--- src/design/i2ct_pkg.sv ---
// Shared types and constants of the I2C target bus engine.
package i2ct_pkg;

   localparam int ADDR_W = 7;
   localparam int CSR_INDEX_W = 3;
   localparam int CSR_DATA_W = 7;

   // Address matching and write limits of the target.
   localparam int MAX_ADDRESSES = 4;
   localparam int NUM_ADDR_REGS = 4;
   localparam int WRITE_LIMIT = 32;
   localparam logic [7:0] IDLE_BYTE = 8'hFF;

   // Configuration register indexes.
   localparam logic [CSR_INDEX_W-1:0] CSR_ADDRESS_0 = 3'd0;
   localparam logic [CSR_INDEX_W-1:0] CSR_ADDRESS_1 = 3'd1;
   localparam logic [CSR_INDEX_W-1:0] CSR_ADDRESS_2 = 3'd2;
   localparam logic [CSR_INDEX_W-1:0] CSR_ADDRESS_3 = 3'd3;
   localparam logic [CSR_INDEX_W-1:0] CSR_ADDRESS_COUNT = 3'd4;

   // Depth of the event queue between the edge classifier and the engine.
   localparam int EVQ_DEPTH = 4;
   localparam int EVQ_PTR_W = $clog2(EVQ_DEPTH);
   localparam int EVQ_CNT_W = $clog2(EVQ_DEPTH + 1);

   // Bus events found by the edge classifier.
   localparam logic [2:0] EV_NONE  = 3'd0;
   localparam logic [2:0] EV_RISE  = 3'd1;
   localparam logic [2:0] EV_FALL  = 3'd2;
   localparam logic [2:0] EV_START = 3'd3;
   localparam logic [2:0] EV_STOP  = 3'd4;

   typedef struct packed {
      logic [2:0] code;
      logic       sda;
      logic [7:0] read_byte;
      logic       read_byte_present;
   } ev_item_type;

   typedef struct packed {
      logic              sda_drive_low;
      logic              busy_res;
      logic              write_valid;
      logic [7:0]        write_data;
      logic              write_end;
      logic              read_fetch;
      logic              read_end;
      logic [ADDR_W-1:0] matched_address;
   } rsp_item_type;

endpackage

--- src/design/i2ct_front.sv ---
// Edge classifier: accepts level samples and turns them into bus events.
module i2ct_front
   import i2ct_pkg::*;
(
   input  logic        clock,
   input  logic        reset,
   input  logic        req_push,
   input  logic        req_scl_level,
   input  logic        req_sda_level,
   input  logic [7:0]  req_read_byte,
   input  logic        req_read_byte_present,
   input  logic        evq_full,
   output logic        ev_push,
   output ev_item_type ev_item
);

   logic seen_ff, seen_in;
   logic last_scl_ff, last_scl_in;
   logic last_sda_ff, last_sda_in;
   logic [2:0] code;

   assign ev_push = req_push && !evq_full;

   always_comb begin
      code = EV_NONE;
      seen_in = seen_ff;
      last_scl_in = last_scl_ff;
      last_sda_in = last_sda_ff;
      if (!seen_ff) begin
         // The first sample only records the levels.
         seen_in = 1'b1;
         last_scl_in = req_scl_level;
         last_sda_in = req_sda_level;
      end else if (req_scl_level != last_scl_ff) begin
         // A clock change wins over a data change in the same sample.
         last_scl_in = req_scl_level;
         last_sda_in = req_sda_level;
         code = req_scl_level ? EV_RISE : EV_FALL;
      end else if (req_sda_level != last_sda_ff) begin
         last_sda_in = req_sda_level;
         if (req_scl_level) begin
            code = req_sda_level ? EV_STOP : EV_START;
         end
      end
   end

   always_comb begin
      ev_item.code = code;
      ev_item.sda = req_sda_level;
      ev_item.read_byte = req_read_byte;
      ev_item.read_byte_present = req_read_byte_present;
   end

   always_ff @(posedge clock) begin
      if (reset) begin
         seen_ff <= 1'b0;
         last_scl_ff <= 1'b0;
         last_sda_ff <= 1'b0;
      end else if (ev_push) begin
         seen_ff <= seen_in;
         last_scl_ff <= last_scl_in;
         last_sda_ff <= last_sda_in;
      end
   end

endmodule

--- src/design/i2ct_evq.sv ---
// Short event queue between the edge classifier and the protocol engine.
module i2ct_evq
   import i2ct_pkg::*;
(
   input  logic        clock,
   input  logic        reset,
   input  logic        push,
   input  ev_item_type push_item,
   output logic        full,
   input  logic        pop,
   output ev_item_type pop_item,
   output logic        empty
);

   ev_item_type slot_ff [EVQ_DEPTH];
   logic [EVQ_PTR_W-1:0] wr_ff, wr_in;
   logic [EVQ_PTR_W-1:0] rd_ff, rd_in;
   logic [EVQ_CNT_W-1:0] cnt_ff, cnt_in;
   logic do_push, do_pop;

   assign full = (cnt_ff == EVQ_CNT_W'(EVQ_DEPTH));
   assign empty = (cnt_ff == '0);
   assign do_push = push && !full;
   assign do_pop = pop && !empty;
   assign pop_item = slot_ff[rd_ff];

   always_comb begin
      wr_in = wr_ff;
      rd_in = rd_ff;
      cnt_in = cnt_ff;
      if (do_push) begin
         wr_in = (wr_ff == EVQ_PTR_W'(EVQ_DEPTH - 1)) ? '0 : wr_ff + 1'b1;
      end
      if (do_pop) begin
         rd_in = (rd_ff == EVQ_PTR_W'(EVQ_DEPTH - 1)) ? '0 : rd_ff + 1'b1;
      end
      if (do_push && !do_pop) begin
         cnt_in = cnt_ff + 1'b1;
      end else if (do_pop && !do_push) begin
         cnt_in = cnt_ff - 1'b1;
      end
   end

   always_ff @(posedge clock) begin
      if (do_push) begin
         slot_ff[wr_ff] <= push_item;
      end
   end

   always_ff @(posedge clock) begin
      if (reset) begin
         wr_ff <= '0;
         rd_ff <= '0;
         cnt_ff <= '0;
      end else begin
         wr_ff <= wr_in;
         rd_ff <= rd_in;
         cnt_ff <= cnt_in;
      end
   end

endmodule

--- src/design/i2ct_back.sv ---
// Protocol engine: runs the target state machine on bus events and queues results.
module i2ct_back
   import i2ct_pkg::*;
(
   input  logic                   clock,
   input  logic                   reset,
   input  logic                   ev_empty,
   input  ev_item_type            ev_item,
   output logic                   ev_pop,
   input  logic                   csr_valid,
   output logic                   csr_ready,
   input  logic [CSR_INDEX_W-1:0] csr_index,
   input  logic [CSR_DATA_W-1:0]  csr_data,
   input  logic                   rsp_pop,
   output logic                   rsp_empty,
   output rsp_item_type           rsp_item
);

   localparam int ADDR_SLOTS =
      (MAX_ADDRESSES < NUM_ADDR_REGS) ? MAX_ADDRESSES : NUM_ADDR_REGS;
   localparam int WCOUNT_W = $clog2(WRITE_LIMIT + 1);

   localparam logic [2:0] PH_IDLE  = 3'd0;
   localparam logic [2:0] PH_ADDR  = 3'd1;
   localparam logic [2:0] PH_WRITE = 3'd2;
   localparam logic [2:0] PH_READ  = 3'd3;
   localparam logic [2:0] PH_WAIT  = 3'd4;

   localparam int RQ_DEPTH = 2;

   // Configuration registers.
   logic [ADDR_W-1:0] addr_reg_ff [NUM_ADDR_REGS];
   logic [2:0]        addr_count_ff;

   // Engine state.
   logic [2:0]          phase_ff, phase_in;
   logic [3:0]          pulse_ff, pulse_in;
   logic [7:0]          shift_ff, shift_in;
   logic [7:0]          out_byte_ff, out_byte_in;
   logic                acked_ff, acked_in;
   logic                write_active_ff, write_active_in;
   logic                read_active_ff, read_active_in;
   logic [WCOUNT_W-1:0] wcount_ff, wcount_in;
   logic                pull_ff, pull_in;
   logic [ADDR_W-1:0]   cur_addr_ff, cur_addr_in;

   // Result queue.
   rsp_item_type rq_ff [RQ_DEPTH];
   logic         rq_wr_ff, rq_rd_ff;
   logic [1:0]   rq_cnt_ff;

   logic         take, do_rsp_pop;
   logic         load_req, drive_req, close_req;
   logic         addr_hit;
   logic [ADDR_W-1:0] rx_addr;
   rsp_item_type result;

   assign csr_ready = 1'b1;
   assign take = !ev_empty && (rq_cnt_ff != 2'(RQ_DEPTH));
   assign ev_pop = take;
   assign rsp_empty = (rq_cnt_ff == 2'd0);
   assign do_rsp_pop = rsp_pop && !rsp_empty;
   assign rsp_item = rq_ff[rq_rd_ff];

   assign rx_addr = shift_ff[7:1];

   always_comb begin
      addr_hit = 1'b0;
      for (int k = 0; k < NUM_ADDR_REGS; k++) begin
         if ((k < ADDR_SLOTS) && (int'(addr_count_ff) > k) && (addr_reg_ff[k] == rx_addr)) begin
            addr_hit = 1'b1;
         end
      end
   end

   always_comb begin
      phase_in = phase_ff;
      pulse_in = pulse_ff;
      shift_in = shift_ff;
      out_byte_in = out_byte_ff;
      acked_in = acked_ff;
      write_active_in = write_active_ff;
      read_active_in = read_active_ff;
      wcount_in = wcount_ff;
      pull_in = pull_ff;
      cur_addr_in = cur_addr_ff;
      load_req = 1'b0;
      drive_req = 1'b0;
      close_req = 1'b0;
      result = '0;

      case (ev_item.code)
         EV_RISE: begin
            if ((phase_ff == PH_ADDR) || (phase_ff == PH_WRITE)) begin
               if (pulse_ff < 4'd8) begin
                  shift_in = {shift_ff[6:0], ev_item.sda};
               end
               if (pulse_ff != 4'd15) begin
                  pulse_in = pulse_ff + 4'd1;
               end
            end else if (phase_ff == PH_READ) begin
               if (pulse_ff == 4'd8) begin
                  acked_in = !ev_item.sda;
               end
               if (pulse_ff != 4'd15) begin
                  pulse_in = pulse_ff + 4'd1;
               end
            end
         end
         EV_FALL: begin
            if ((phase_ff == PH_IDLE) || (phase_ff == PH_WAIT)) begin
               pull_in = 1'b0;
            end else if (pulse_ff == 4'd0) begin
               // A fall right after START carries no bit.
            end else if (pulse_ff == 4'd8) begin
               if (phase_ff == PH_ADDR) begin
                  if (addr_hit) begin
                     cur_addr_in = rx_addr;
                     pull_in = 1'b1;
                  end else begin
                     phase_in = PH_WAIT;
                     pull_in = 1'b0;
                  end
               end else if (phase_ff == PH_WRITE) begin
                  // Bytes past the limit are still acknowledged but not passed on.
                  if (wcount_ff < WCOUNT_W'(WRITE_LIMIT)) begin
                     result.write_valid = 1'b1;
                     result.write_data = shift_ff;
                     wcount_in = wcount_ff + 1'b1;
                  end
                  pull_in = 1'b1;
               end else begin
                  pull_in = 1'b0;
               end
            end else if (pulse_ff == 4'd9) begin
               pulse_in = 4'd0;
               shift_in = 8'd0;
               if (phase_ff == PH_ADDR) begin
                  if (shift_ff[0]) begin
                     phase_in = PH_READ;
                     read_active_in = 1'b1;
                     load_req = 1'b1;
                     drive_req = 1'b1;
                  end else begin
                     phase_in = PH_WRITE;
                     write_active_in = 1'b1;
                     wcount_in = '0;
                     pull_in = 1'b0;
                  end
               end else if (phase_ff == PH_WRITE) begin
                  pull_in = 1'b0;
               end else if (acked_ff) begin
                  load_req = 1'b1;
                  drive_req = 1'b1;
               end else begin
                  close_req = 1'b1;
                  phase_in = PH_WAIT;
                  pull_in = 1'b0;
               end
            end else if (phase_ff == PH_READ) begin
               drive_req = 1'b1;
            end
         end
         EV_START: begin
            close_req = 1'b1;
            phase_in = PH_ADDR;
            pulse_in = 4'd0;
            shift_in = 8'd0;
            pull_in = 1'b0;
         end
         EV_STOP: begin
            close_req = 1'b1;
            phase_in = PH_IDLE;
            pull_in = 1'b0;
         end
         default: begin
         end
      endcase

      if (close_req) begin
         if (write_active_ff) begin
            write_active_in = 1'b0;
            result.write_end = (wcount_ff != '0);
            wcount_in = '0;
         end
         if (read_active_ff) begin
            read_active_in = 1'b0;
            result.read_end = 1'b1;
         end
      end

      if (load_req) begin
         if (ev_item.read_byte_present) begin
            out_byte_in = ev_item.read_byte;
            result.read_fetch = 1'b1;
         end else begin
            out_byte_in = IDLE_BYTE;
         end
      end

      if (drive_req) begin
         // The bit for the current pulse goes out MSB first; past bit 7 the line is released.
         if (pulse_in < 4'd8) begin
            pull_in = !out_byte_in[3'd7 - pulse_in[2:0]];
         end else begin
            pull_in = 1'b0;
         end
      end

      result.sda_drive_low = pull_in;
      result.busy_res = (phase_in == PH_WRITE) || (phase_in == PH_READ);
      result.matched_address = cur_addr_in;
   end

   always_ff @(posedge clock) begin
      if (reset) begin
         for (int k = 0; k < NUM_ADDR_REGS; k++) begin
            addr_reg_ff[k] <= '0;
         end
         addr_count_ff <= 3'd1;
      end else if (csr_valid && csr_ready) begin
         case (csr_index)
            CSR_ADDRESS_0: addr_reg_ff[0] <= csr_data;
            CSR_ADDRESS_1: addr_reg_ff[1] <= csr_data;
            CSR_ADDRESS_2: addr_reg_ff[2] <= csr_data;
            CSR_ADDRESS_3: addr_reg_ff[3] <= csr_data;
            CSR_ADDRESS_COUNT: addr_count_ff <= csr_data[2:0];
            default: begin
            end
         endcase
      end
   end

   always_ff @(posedge clock) begin
      if (reset) begin
         phase_ff <= PH_IDLE;
         pulse_ff <= '0;
         shift_ff <= '0;
         out_byte_ff <= '0;
         acked_ff <= 1'b0;
         write_active_ff <= 1'b0;
         read_active_ff <= 1'b0;
         wcount_ff <= '0;
         pull_ff <= 1'b0;
         cur_addr_ff <= '0;
      end else if (take) begin
         phase_ff <= phase_in;
         pulse_ff <= pulse_in;
         shift_ff <= shift_in;
         out_byte_ff <= out_byte_in;
         acked_ff <= acked_in;
         write_active_ff <= write_active_in;
         read_active_ff <= read_active_in;
         wcount_ff <= wcount_in;
         pull_ff <= pull_in;
         cur_addr_ff <= cur_addr_in;
      end
   end

   always_ff @(posedge clock) begin
      if (take) begin
         rq_ff[rq_wr_ff] <= result;
      end
   end

   always_ff @(posedge clock) begin
      if (reset) begin
         rq_wr_ff <= 1'b0;
         rq_rd_ff <= 1'b0;
         rq_cnt_ff <= 2'd0;
      end else begin
         if (take) begin
            rq_wr_ff <= !rq_wr_ff;
         end
         if (do_rsp_pop) begin
            rq_rd_ff <= !rq_rd_ff;
         end
         if (take && !do_rsp_pop) begin
            rq_cnt_ff <= rq_cnt_ff + 2'd1;
         end else if (do_rsp_pop && !take) begin
            rq_cnt_ff <= rq_cnt_ff - 2'd1;
         end
      end
   end

   a_one_phase_active: assert property (@(posedge clock) disable iff (reset)
      !(write_active_ff && read_active_ff))
      else $error("write and read phases active together");

   a_write_phase_open: assert property (@(posedge clock) disable iff (reset)
      (phase_ff == PH_WRITE) |-> write_active_ff)
      else $error("write phase without an open write transfer");

   a_read_phase_open: assert property (@(posedge clock) disable iff (reset)
      (phase_ff == PH_READ) |-> read_active_ff)
      else $error("read phase without an open read transfer");

   a_write_count_limit: assert property (@(posedge clock) disable iff (reset)
      wcount_ff <= WCOUNT_W'(WRITE_LIMIT))
      else $error("write count past the limit");

   a_result_queue_bound: assert property (@(posedge clock) disable iff (reset)
      (rq_cnt_ff == 2'(RQ_DEPTH)) |=> (rq_cnt_ff != 2'd3))
      else $error("result queue overflow");

endmodule

--- src/design/i2ct_target_top.sv ---
// I2C target bus engine top level: edge classifier, event queue and protocol engine.
//
// Usage: push one sample of the SCL and SDA levels per item on the req_ side,
// together with the byte offered for a master read. An item is taken at a clock
// edge with req_push high and req_full low. Every item gives exactly one result
// on the rsp_ side: the SDA pull-down, the busy flag, write and read strobes and
// the matched address. The oldest result is shown while rsp_empty is low and is
// taken at an edge with rsp_pop high.
// The csr_ channel writes the four bus addresses and the address count; it is
// always ready and should be used only while no items are in flight.
// An item is first registered in the event queue; the engine retires it from there
// and writes its result into the result queue, from which the result is shown and
// popped. Throughput: one item per cycle, set by the engine, which retires one bus
// event each cycle while the result queue is not full.
// Reset clears the line history, the protocol state and both queues; addresses
// reset to 0 and the address count to 1. When the result side stalls, the
// two-entry result queue fills, the engine stops, then the four-entry event
// queue fills and req_full rises; no item is lost.
module i2c_target_bus_engine_top
   import i2ct_pkg::*;
(
   input  logic                   clock,
   input  logic                   reset,
   input  logic                   req_push,
   output logic                   req_full,
   input  logic                   req_scl_level,
   input  logic                   req_sda_level,
   input  logic [7:0]             req_read_byte,
   input  logic                   req_read_byte_present,
   output logic                   rsp_empty,
   input  logic                   rsp_pop,
   output logic                   rsp_sda_drive_low,
   output logic                   rsp_busy_res,
   output logic                   rsp_write_valid,
   output logic [7:0]             rsp_write_data,
   output logic                   rsp_write_end,
   output logic                   rsp_read_fetch,
   output logic                   rsp_read_end,
   output logic [ADDR_W-1:0]      rsp_matched_address,
   input  logic                   csr_valid,
   output logic                   csr_ready,
   input  logic [CSR_INDEX_W-1:0] csr_index,
   input  logic [CSR_DATA_W-1:0]  csr_data
);

   logic         ev_push, evq_full, ev_pop, ev_empty;
   ev_item_type  ev_in_item, ev_out_item;
   rsp_item_type rsp_item;

   i2ct_front u_front (
      .clock                 (clock),
      .reset                 (reset),
      .req_push              (req_push),
      .req_scl_level         (req_scl_level),
      .req_sda_level         (req_sda_level),
      .req_read_byte         (req_read_byte),
      .req_read_byte_present (req_read_byte_present),
      .evq_full              (evq_full),
      .ev_push               (ev_push),
      .ev_item               (ev_in_item)
   );

   i2ct_evq u_evq (
      .clock     (clock),
      .reset     (reset),
      .push      (ev_push),
      .push_item (ev_in_item),
      .full      (evq_full),
      .pop       (ev_pop),
      .pop_item  (ev_out_item),
      .empty     (ev_empty)
   );

   i2ct_back u_back (
      .clock     (clock),
      .reset     (reset),
      .ev_empty  (ev_empty),
      .ev_item   (ev_out_item),
      .ev_pop    (ev_pop),
      .csr_valid (csr_valid),
      .csr_ready (csr_ready),
      .csr_index (csr_index),
      .csr_data  (csr_data),
      .rsp_pop   (rsp_pop),
      .rsp_empty (rsp_empty),
      .rsp_item  (rsp_item)
   );

   assign req_full = evq_full;
   assign rsp_sda_drive_low = rsp_item.sda_drive_low;
   assign rsp_busy_res = rsp_item.busy_res;
   assign rsp_write_valid = rsp_item.write_valid;
   assign rsp_write_data = rsp_item.write_data;
   assign rsp_write_end = rsp_item.write_end;
   assign rsp_read_fetch = rsp_item.read_fetch;
   assign rsp_read_end = rsp_item.read_end;
   assign rsp_matched_address = rsp_item.matched_address;

endmodule
--- config.mk ---
export PLATFORM = sky130hd
export DESIGN_NAME = i2c_target_bus_engine_top
export DESIGN_NICKNAME = d
export VERILOG_FILES = /design/src/design/i2ct_pkg.sv /design/src/design/i2ct_front.sv /design/src/design/i2ct_evq.sv /design/src/design/i2ct_back.sv /design/src/design/i2ct_target_top.sv
export SDC_FILE = /design/constraint.sdc
export NUM_CORES = 1
export LEC_CHECK = 0
export ABC_AREA = 1
export BUFFER_PORTS_ARGS = -buffer_cell sky130_fd_sc_hd__buf_2
export CORE_MARGIN = 3
export CORE_UTILIZATION = 66
export CTS_CLUSTER_DIAMETER = 200
export DETAILED_ROUTE_END_ITERATION = 8
export PLACE_DENSITY = 0.85
export SLEW_MARGIN = 10
export SYNTH_ARGS = -nofsm -noshare
export SYNTH_HDL_FRONTEND = slang
export SYNTH_SLANG_ARGS = --single-unit
--- constraint.sdc ---
create_clock -name clock -period 4.1 [get_ports clock]
set_input_delay 0.615 -clock clock [delete_from_list [all_inputs] [get_ports clock]]
set_output_delay 0.615 -clock clock [all_outputs]
set_load 0.02 [all_outputs]
# Word-level counts from Yosys, hierarchy flattened
# Memories as Yosys holds them, arrays and structs flattened. A register that Yosys moved wholly into a read port is not among the register bits.
# Index checks and enable logic that the tools add are counted.
[totals]
reg_bits = 57
mem_bits_rw = 122
input_bits = 26
output_inout_bits = 24
word_cells = 289
n_memories = 3
[memory_table]
columns = ["memory", "words", "width", "rd", "rd_ports_with_merged_regs", "wr", "line", "source"]
rows = [
  ["u_evq.slot_ff", 4, 13, 1, 1, 1, "i2ct_evq.sv:15", "ev_item_type slot_ff [EVQ_DEPTH];"],
  ["u_back.rq_ff", 2, 21, 1, 1, 1, "i2ct_back.sv:48", "rsp_item_type rq_ff [RQ_DEPTH];"],
  ["u_back.addr_reg_ff", 4, 7, 4, 0, 4, "i2ct_back.sv:32", "logic [ADDR_W-1:0] addr_reg_ff [NUM_ADDR_REGS];"],
]
[op_classes]
addsub = 9
magnitude_cmp = 8
n_eq_ne = 35
mux = 167
bitwise = 5
reduce_logical = 42
[ops]
columns = ["op", "n"]
rows = [
  ["$mux 1", 94],
  ["$mux 6", 12],
  ["$mux 7", 10],
  ["$mux 8", 8],
  ["$mux 9", 7],
  ["$mux 3", 16],
  ["$eq 7x7->1", 4],
  ["$mux 4", 7],
  ["$eq 3x2->1 const B", 8],
  ["$pmux 8 s3", 1],
  ["$mux 2", 7],
  ["$logic_and 1x1->1", 13],
  ["$eq 3x3->1 const B", 4],
  ["$pmux 4 s3", 1],
  ["$logic_not 1->1", 11],
  ["$ne 2x2->1 const B", 5],
  ["$eq 3x1->1 const B", 3],
  ["$logic_not 3->1", 3],
  ["$pmux 3 s3", 1],
  ["$eq 4x4->1 const B", 2],
  ["$lt 4x4->1 const B", 2],
  ["$reduce_and 8->1", 1],
  ["$add 2x1->2 const B", 3],
  ["$add 6x1->6 const B", 1],
  ["other kinds (27)", 42],
]

# Longest topological paths before layout
# Gate-level depths: netlist of run 1.
# An unclocked memory read counts as a cell.
[logic_depth]
ltp_word = 15
mapped_depth = 18

# Modules after synthesis
# From an unflattened synthesis of run 1, not the netlist that was laid out.
[unflattened]
hier_cells = 978
hier_area_um2 = 8842.2
[modules_own_cells]
columns = ["mod", "instances", "cells_per_inst", "area_per_inst_um2", "seq_area_each_um2"]
rows = [
  ["i2ct_back", 1, 744, 6102.1, 3062.9],
  ["i2ct_evq", 1, 197, 2502.4, 1741.7],
  ["i2ct_front", 1, 37, 237.7, 60.1],
]

# Worst setup path before layout of run 1
# OpenSTA, ideal clock, no wires.
[synth_path]
path_kind = "register to register"
from = "register u_evq.cnt_ff[0]"
to = "register u_evq.cnt_ff[2]"
setup_time_ns = 0.122
arrival_ns = 2.256
t_required_ns = 3.978
path_slack_ns = 1.722
path_stages_with_launch = 11
n_path_buf = 2
synth_period_minus_slack_ns = 2.378
path_cell_list = "dfxtp_1 -> o32ai_1 -> clkbuf_1 -> clkbuf_1 -> ha_1 -> inv_1 -> fa_1 -> a21oi_1 -> o21ai_0 -> o21ai_0 -> a21oi_1"
[synth_between]
elab_chain_len = 7
[synth_lines]
columns = ["item", "line", "source"]
rows = [
  ["start: declaration", "i2ct_evq.sv:18", "logic [EVQ_CNT_W-1:0] cnt_ff, cnt_in;"],
  ["start signal: assignment", "i2ct_evq.sv:58", "cnt_ff <= cnt_in;"],
  ["branches (longest 7 deep; another with $sub 3x1->3)", "-", ""],
]
# Parallel ways; which one is timed is not known. The select of a mux whose other input is x is not followed.
# A chain may end at the register's enable or synchronous reset.

# Worst setup path in the final report of run 1
[layout_path]
from = "register u_back.pulse_ff[0]"
to = "memory u_back.rq_ff[1][20] in the netlist's numbering, data pin"
[layout_between]
elab_chain_len = 12
[layout_lines]
columns = ["item", "line", "source"]
rows = [
  ["start: declaration", "i2ct_back.sv:37", "logic [3:0] pulse_ff, pulse_in;"],
  ["start signal: assignment", "i2ct_back.sv:248", "pulse_ff <= pulse_in;"],
  ["branches (longest 11 deep; another with $add 4x1->4)", "-", ""],
  ["$mux 1 *", "i2ct_back.sv:201", "if (drive_req) begin"],
  ["named net u_back.pull_in", "i2ct_back.sv:44", "logic pull_ff, pull_in;"],
  ["end: declaration", "i2ct_back.sv:48", ""],
]
# Mark *: on every way through the listed nets, which the timed path passes. The select of a mux whose other input is x is not followed.

==> metrics.md, run 1 <==
| Metric | Value |
|---|---|
| Outcome | finished, final reports clean |
| FF-to-FF path depth | 16 |
| Pwr dens | 715 nW/µm² |
| R2R setup slack | about 1.1 ns |
| Area growth, synth to finish | 10.9% |
| WL/cell | around 16 µm |
| Postcts setup bufs | 0 |
| Mapped Nets | ~940 |
| FF-to-FF End | u_back.rq_ff[1][20] |
| Core box area | approximately 13000 µm² |
| Max-cap viol count | 0 |
| Root Buffer | clkbuf_16 |
| Synth Cell Area | 8630 µm² |
| PostCTS Resize Cnt | 0 |
| Fin Setup TNS | 0 ns |
| Clk buf depth | 2 |
| Syn Area/Cell | about 9.6 µm² |
| Final Util | 0.752 |
| Final setup fails | 0 |
| Layout cells sized above 1 | 0.182 |
| Crit end category | register |
| Hold_buf cts | 0 |
| Post-synthesis sequential area ratio | 0.564 |
| Height of the chip | around 120 µm |
| Clock transition at path regs | roughly 0.070 ns |
| Largest net degree at the start of global routing | 38 |
| Port bufs | 48 |
| #FFs+latches synth | approximately 180 |
| Antenna violations before repair | 0 |
| Die area | between 10000 and 15000 µm² |
| Top post-synthesis cells by area | edfxtp_1 42%, dfxtp_1 14%, nand2_1 7.0%, nor2_1 4.6%, inv_1 3.7% |
| Antenna Nets Post-Route | 0 |
| Top cell type's share of synthesized area | 0.425 |
| Tcrit/Tclk final | 0.726 |
| Max-slew violations | 0 |
| Post-Route WL | around 18000 µm |
| DRC | 0 |
| R2r startpoint | u_back.pulse_ff[0] |
| CTS tree | built |
| Arrival time at the worst endpoint | 3.15 ns |
| Cell count of the worst hold path | 1 |
| Hold crit path type | input pin to register |
| TritonCTS buffer count | 17 |
| Main synth FF type | edfxtp_1 |
| Final WS setup | approximately 1.1 ns |
| Gr ovfl total | 0 |
| RSZ-0062 raised after global routing | no |
| Slew HR | 0.200 |
| Hold path endpoint | u_evq.slot_ff[1][8] |
| Placer Congestion | roughly 0.96 |
| Leak | between 3 and 4 nW |
| Final min period | 2.98 ns |
| CP required | roughly 4.3 ns |
| Initial Util | 0.678 |
| Yosys top cell by area | edfxtp_1 |
| Final Hold Viols | 0 |
| Chip width | 120 µm |
| First-pass GRT wire length | between 20000 and 30000 µm |
| Max frequency | between 300 and 400 MHz |
| Via count | 6450 |
| Hold path start | req_read_byte[7] |
| Drt first pass iters | 5 |
| Worst slack, placed | between 1 and 1.5 ns |
| Post-DP HPWL | about 12000 µm |
| Clk_lat worst skew | about 0.43 ns |
| EDFF count, synth | 122 |
| Setup CP Type | register to register |
| Vias in the first global route | between 6000 and 7000 |
| Htree depth | 4 |
| Ant diodes | 0 |
| All-Layer GR Usage | 0.256 |
| Nets@finish | roughly 1000 |
| Crit path max fanout | 11 |
| Vias per cell | 5.72 |
| Initial DRC Count | ~560 |
| Max VDD drop | ~0.6 mV |
| Async S/R FF share, synth | 0 |
| Ys Warns | 0 |
| CP Launch Type | register |
| # IOs | 50 |
| Worst slew pin tran | 1.20 ns |
| Row count | 41 |
| Sink Count | between 150 and 200 |
| Post-Route Skew | just under 0.01 ns |
| Synth unique cells | 55 |
| Mapped Cells | about 900 |
==> per-stage QoR <==
stage                     hold slack (ns)  total power, mW  instance area (µm²)  cells
after detailed placement            0.463             5.26                 9000   1096
after CTS                           0.390             6.85                 9570   1128
after floorplan                     0.441             4.63                 8630    902
after global routing                0.390             7.27                 9570   1128
final                               0.404             6.84                 9570   1128
after global placement              0.454             5.17                 9000   1096
==> cell usage in the layout, fill, tap and decap left out, types with 7 or more instances in the layout <==
cell type  instances
nor3_1             8
ha_1              12
o21ai_1           12
inv_2             15
a21oi_1           47
o21ai_0           44
inv_1             85
buf_2             48
nand4_1           17
nor2_1           103
nand2_2           15
buf_4              7
o21ai_2           13
dfxtp_1           60
nand3_1           56
nand2_1          160
edfxtp_1         122
xnor2_1           13
a211oi_1          10
mux2_2            21
clkbuf_16         17
==> Yosys cell counts, types with 13 or more instances <==
master,count
inv_2,15
o21ai_2,13
inv_1,85
nand2_1,160
edfxtp_1,122
o21ai_0,44
nand2_2,15
a21oi_1,47
nand3_1,56
nand4_1,17
dfxtp_1,60
nor2_1,105
xnor2_1,13
clkbuf_1,15
mux2_2,21
==> layout make-up <==
cell class	instances	area [µm²]
multi-input cells	585	3240
clock buffers	20	457
repair buffers	55	293
flip-flops and latches	182	4860
fillers	892	3150
inverters	102	385
clock inverters	12	115
well taps	172	215
==> worst max path at each step <==
stage	from	endpoint	slack (ns)
2_1_floorplan	u_evq.cnt_ff[0]	u_evq.cnt_ff[2]	1.72
3_3_place_gp	u_back.pulse_ff[0]	u_back.rq_ff[0][20]	1.30
3_5_place_dp	u_back.pulse_ff[0]	u_back.rq_ff[0][20]	1.19
4_1_cts	u_back.pulse_ff[0]	u_back.rq_ff[1][20]	1.15
5_1_grt	u_back.pulse_ff[0]	u_back.rq_ff[1][20]	0.80
6_report	u_back.pulse_ff[0]	u_back.rq_ff[1][20]	1.12
==> where the power goes <==
part	internal, mW	switching, mW	leakage (nW)
logic	0.817	1.74	1.95
clock network	0.878	0.695	0.278
registers	2.46	0.244	1.65
==> sequential cells by signal, indices dropped and copies added (netlist names), 3 cells and up, named ones only <==
signal                cells
u_back.addr_count_ff      3
u_back.addr_reg_ff       28
u_back.cur_addr_ff        7
u_back.out_byte_ff        8
u_back.phase_ff           3
u_back.pulse_ff           4
u_back.rq_ff             42
u_back.shift_ff           8
u_back.wcount_ff          6
u_evq.cnt_ff              3
u_evq.slot_ff            52
==> per-layer routing <==
metal | GRT usage | vias to the layer above | part of all wire
met5 | 0 | - | 0
met4 | 0.104 | 0 | 0.023
met3 | 0.0500 | 39 | 0.068
met2 | 0.413 | 246 | 0.47
met1 | 0.343 | 3013 | 0.44
li1 | - | 3152 | -
==> worst max-delay path, cell delays in order (launching register included) <==
cell and delay, ns:
dfxtp_1 0.46, inv_1 0.12, ha_1 0.21, inv_1 0.12, nor2_1 0.08, nor2_1 0.57, nand2_1 0.16, nand2_1 0.11
nand3_1 0.18, nand2_1 0.11, nand2_1 0.12, nand3_1 0.11, nand3_1 0.09, nand2_1 0.07, nand2_1 0.05, nand3_1 0.10
nand2_1 0.07
==> cell families (layout without fill, tap and decap cells) <==
kind of cell	after synthesis	in the layout	synth area share
XOR/XNOR	16	16	0.0162
adder cells (fa/ha/maj)	13	13	0.0197
other	1	1	0.000435
AND/OR/NAND/NOR	385	385	0.205
multiplexers	21	21	0.0274
flip-flops	182	182	0.564
buffers and inverters	135	189	0.0632
AO/OA/AOI/OAI	149	149	0.104
Power figures use the tool's default switching activity.
==> run 2: changes to the inputs <==
- CORE_UTILIZATION: 66 -> 55
- PLACE_DENSITY: 0.85 -> 0.76
- clock period: 4.1 -> 2.5 ns (I/O delays scaled with it)
==> metrics.md, run 2 (same netlist as run 1, synthesis figures left out) <==
| Metric | Value |
|---|---|
| Max-slew violations | 0 |
| Post-Route WL | ~18000 µm |
| CTS tree | built |
| Total power | between 10 and 15 mW |
| Final min period | 2.29 ns |
| Most frequent cells in the layout | 159 x nand2_1, 122 x edfxtp_1, 102 x nor2_1 |
| Area growth, synth to finish | 13.4% |
| Max FFs per register | between 50 and 60 |
| Hold crit path type | input pin to register |
| Tcrit/Tclk final | 0.916 |
| Clock transition at path regs | around 0.070 ns |
| Nets@finish | 995 |
| Vias per cell | between 5 and 6 |
| CP required | around 2.7 ns |
| Chip width | around 130 µm |
| Biggest register | u_evq.slot_ff |
| Setup CP Type | register to register |
| Htree depth | 4 |
| Root Buffer | clkbuf_16 |
| Final Non-Filler Cells | 1180 |
| Clk_lat worst skew | ~0.43 ns |
| Height of the chip | 131 µm |
| Crit-path most repeated cell | nand2_1 |
| Crit path max fanout | 5 |
| Final setup fails | 0 |
| Final Util | 0.641 |
| Core box area | about 15000 µm² |
| Slowest-stage cell, CP | dfxtp_2 |
| Fin Setup TNS | 0 ns |
| Gr ovfl total | 0 |
| Hold_buf cts | 0 |
| Crit-path cells | inv_1 > ha_1 > inv_1 > nor2_1 > nor2_2 > nand2_1 > nand2_1 > nand3_2 > nand2_1 > nand2_1 > inv_1 > nand3_1 > nand2_1 > nand2_1 > nand3_1 > nand2_1 |
| DP Cell Count | about 1100 |
| Max frequency | approximately 440 MHz |
| TritonCTS buffer count | 17 |
| Antenna violations before repair | 0 |
| Outcome | finished, final reports clean |
| Worst hold slack | 0.151 ns |
| Arrival time at the worst endpoint | ~2.5 ns |
| Clk buf depth | 2 |
| Largest net degree at the start of global routing | 36 |
| Ant diodes | 0 |
| Die area | 17200 µm² |
| Via count | ~6400 |
| Placer Congestion | ~0.95 |
| # IOs | 50 |
| CP top delay family | simple AND/OR/NAND/NOR gates |
| Worst slew pin tran | between 1 and 1.5 ns |
| Max-cap viol count | 0 |
| Initial Util | 0.565 |
| Crit end category | register |
| Post-Route Skew | about 0.0094 ns |
| Initial DRC Count | 530 |
| Pwr dens | approximately 1200 nW/µm² |
| CP Launch Type | register |
| WL/cell | between 15 and 20 µm |
| RSZ-0062 raised after global routing | no |
| Post-DP HPWL | roughly 12000 µm |
| Drt first pass iters | 5 |
| Worst path max stage delay | 0.37 ns |
| Row count | 45 |
| Buf+Inv Stages, Crit Path | 3 |
| Commonest non-fill, non-tap cell in the layout | nand2_1 |
| First-pass GRT wire length | 29200 µm |
| Filler Cells Inserted | 1228 |
| Leak | approximately 4.0 nW |
| Antenna Nets Post-Route | 0 |
| Largest registers | u_evq.slot_ff (52), u_back.rq_ff (42), u_back.addr_reg_ff (28) |
| Vias in the first global route | around 6000 |
| Sink Count | about 180 |
| All-Layer GR Usage | 0.209 |
| Slew HR | 0.273 |
| Final Hold Viols | 0 |
| Max VDD drop | 0.605 mV |
| DRC | 0 |
| Port bufs | 48 |
| Layout cells sized above 1 | 0.201 |
-- run 2: cell count changes in the layout (fill, tap and decap cells not counted), sizes merged --
cell	before	now
buf	55	68
bufinv	1	2
clkbuf	20	18
clkinvlp	1	0
inv	107	109
-- run 2: repair_timing --
action,CTS,global route
buffers inserted,0,1
setup endpoints to repair,0,27
resized for setup,0,6
-- run 2: worst paths after layout --
kind	from	to	slack [ns]	cells past startpoint
setup reg to reg	u_back.pulse_ff[1]	u_back.rq_ff[0][20]	0.21	16
hold / removal	req_read_byte[1]	u_evq.slot_ff[2][2]	0.15	1
hold reg to reg	u_front.last_sda_ff	u_front.last_sda_ff	0.47	2
setup / recovery	u_back.pulse_ff[1]	u_back.rq_ff[0][20]	0.21	16
-- run 2: report_power, final --
| part | total, mW | internal (mW) | leakage, nW | switching [mW] |
|---|---|---|---|---|
| logic | 4.30 | 1.42 | 2.02 | 2.88 |
| registers | 4.42 | 4.04 | 1.65 | 0.384 |
| clock network | 2.75 | 1.52 | 0.299 | 1.23 |
| total | 11.5 | 6.98 | 3.97 | 4.49 |
-- run 2: per-layer routing --
| metal | wire length [µm] | global-route usage | up-vias | part of all wire |
|---|---|---|---|---|
| met5 | 0 | 0 | - | 0 |
| met2 | 8370 | 0.324 | 190 | 0.47 |
| met3 | 864 | 0.0448 | 45 | 0.048 |
| met1 | 8250 | 0.289 | 2984 | 0.46 |
| li1 | - | - | 3175 | - |
| met4 | 432 | 0.0852 | 0 | 0.024 |
-- run 2: layout make-up --
class	count	area (µm²)	share of cell area
multi-input combinational	585	3260	0.333
clock inverter	14	180	0.0184
sequential	182	4870	0.497
clock buffer	18	429	0.0439
tap	211	264	0.0270
timing repair buffer	68	403	0.0412
inverter	102	385	0.0394
-- run 2: through the flow --
step,area (µm²),setup WS [ns]
global route,9790,0.00850
finish,9790,0.210
CTS,9750,0.113
detailed placement,9140,0.141
floorplan,8630,0.122
global placement,9140,0.201
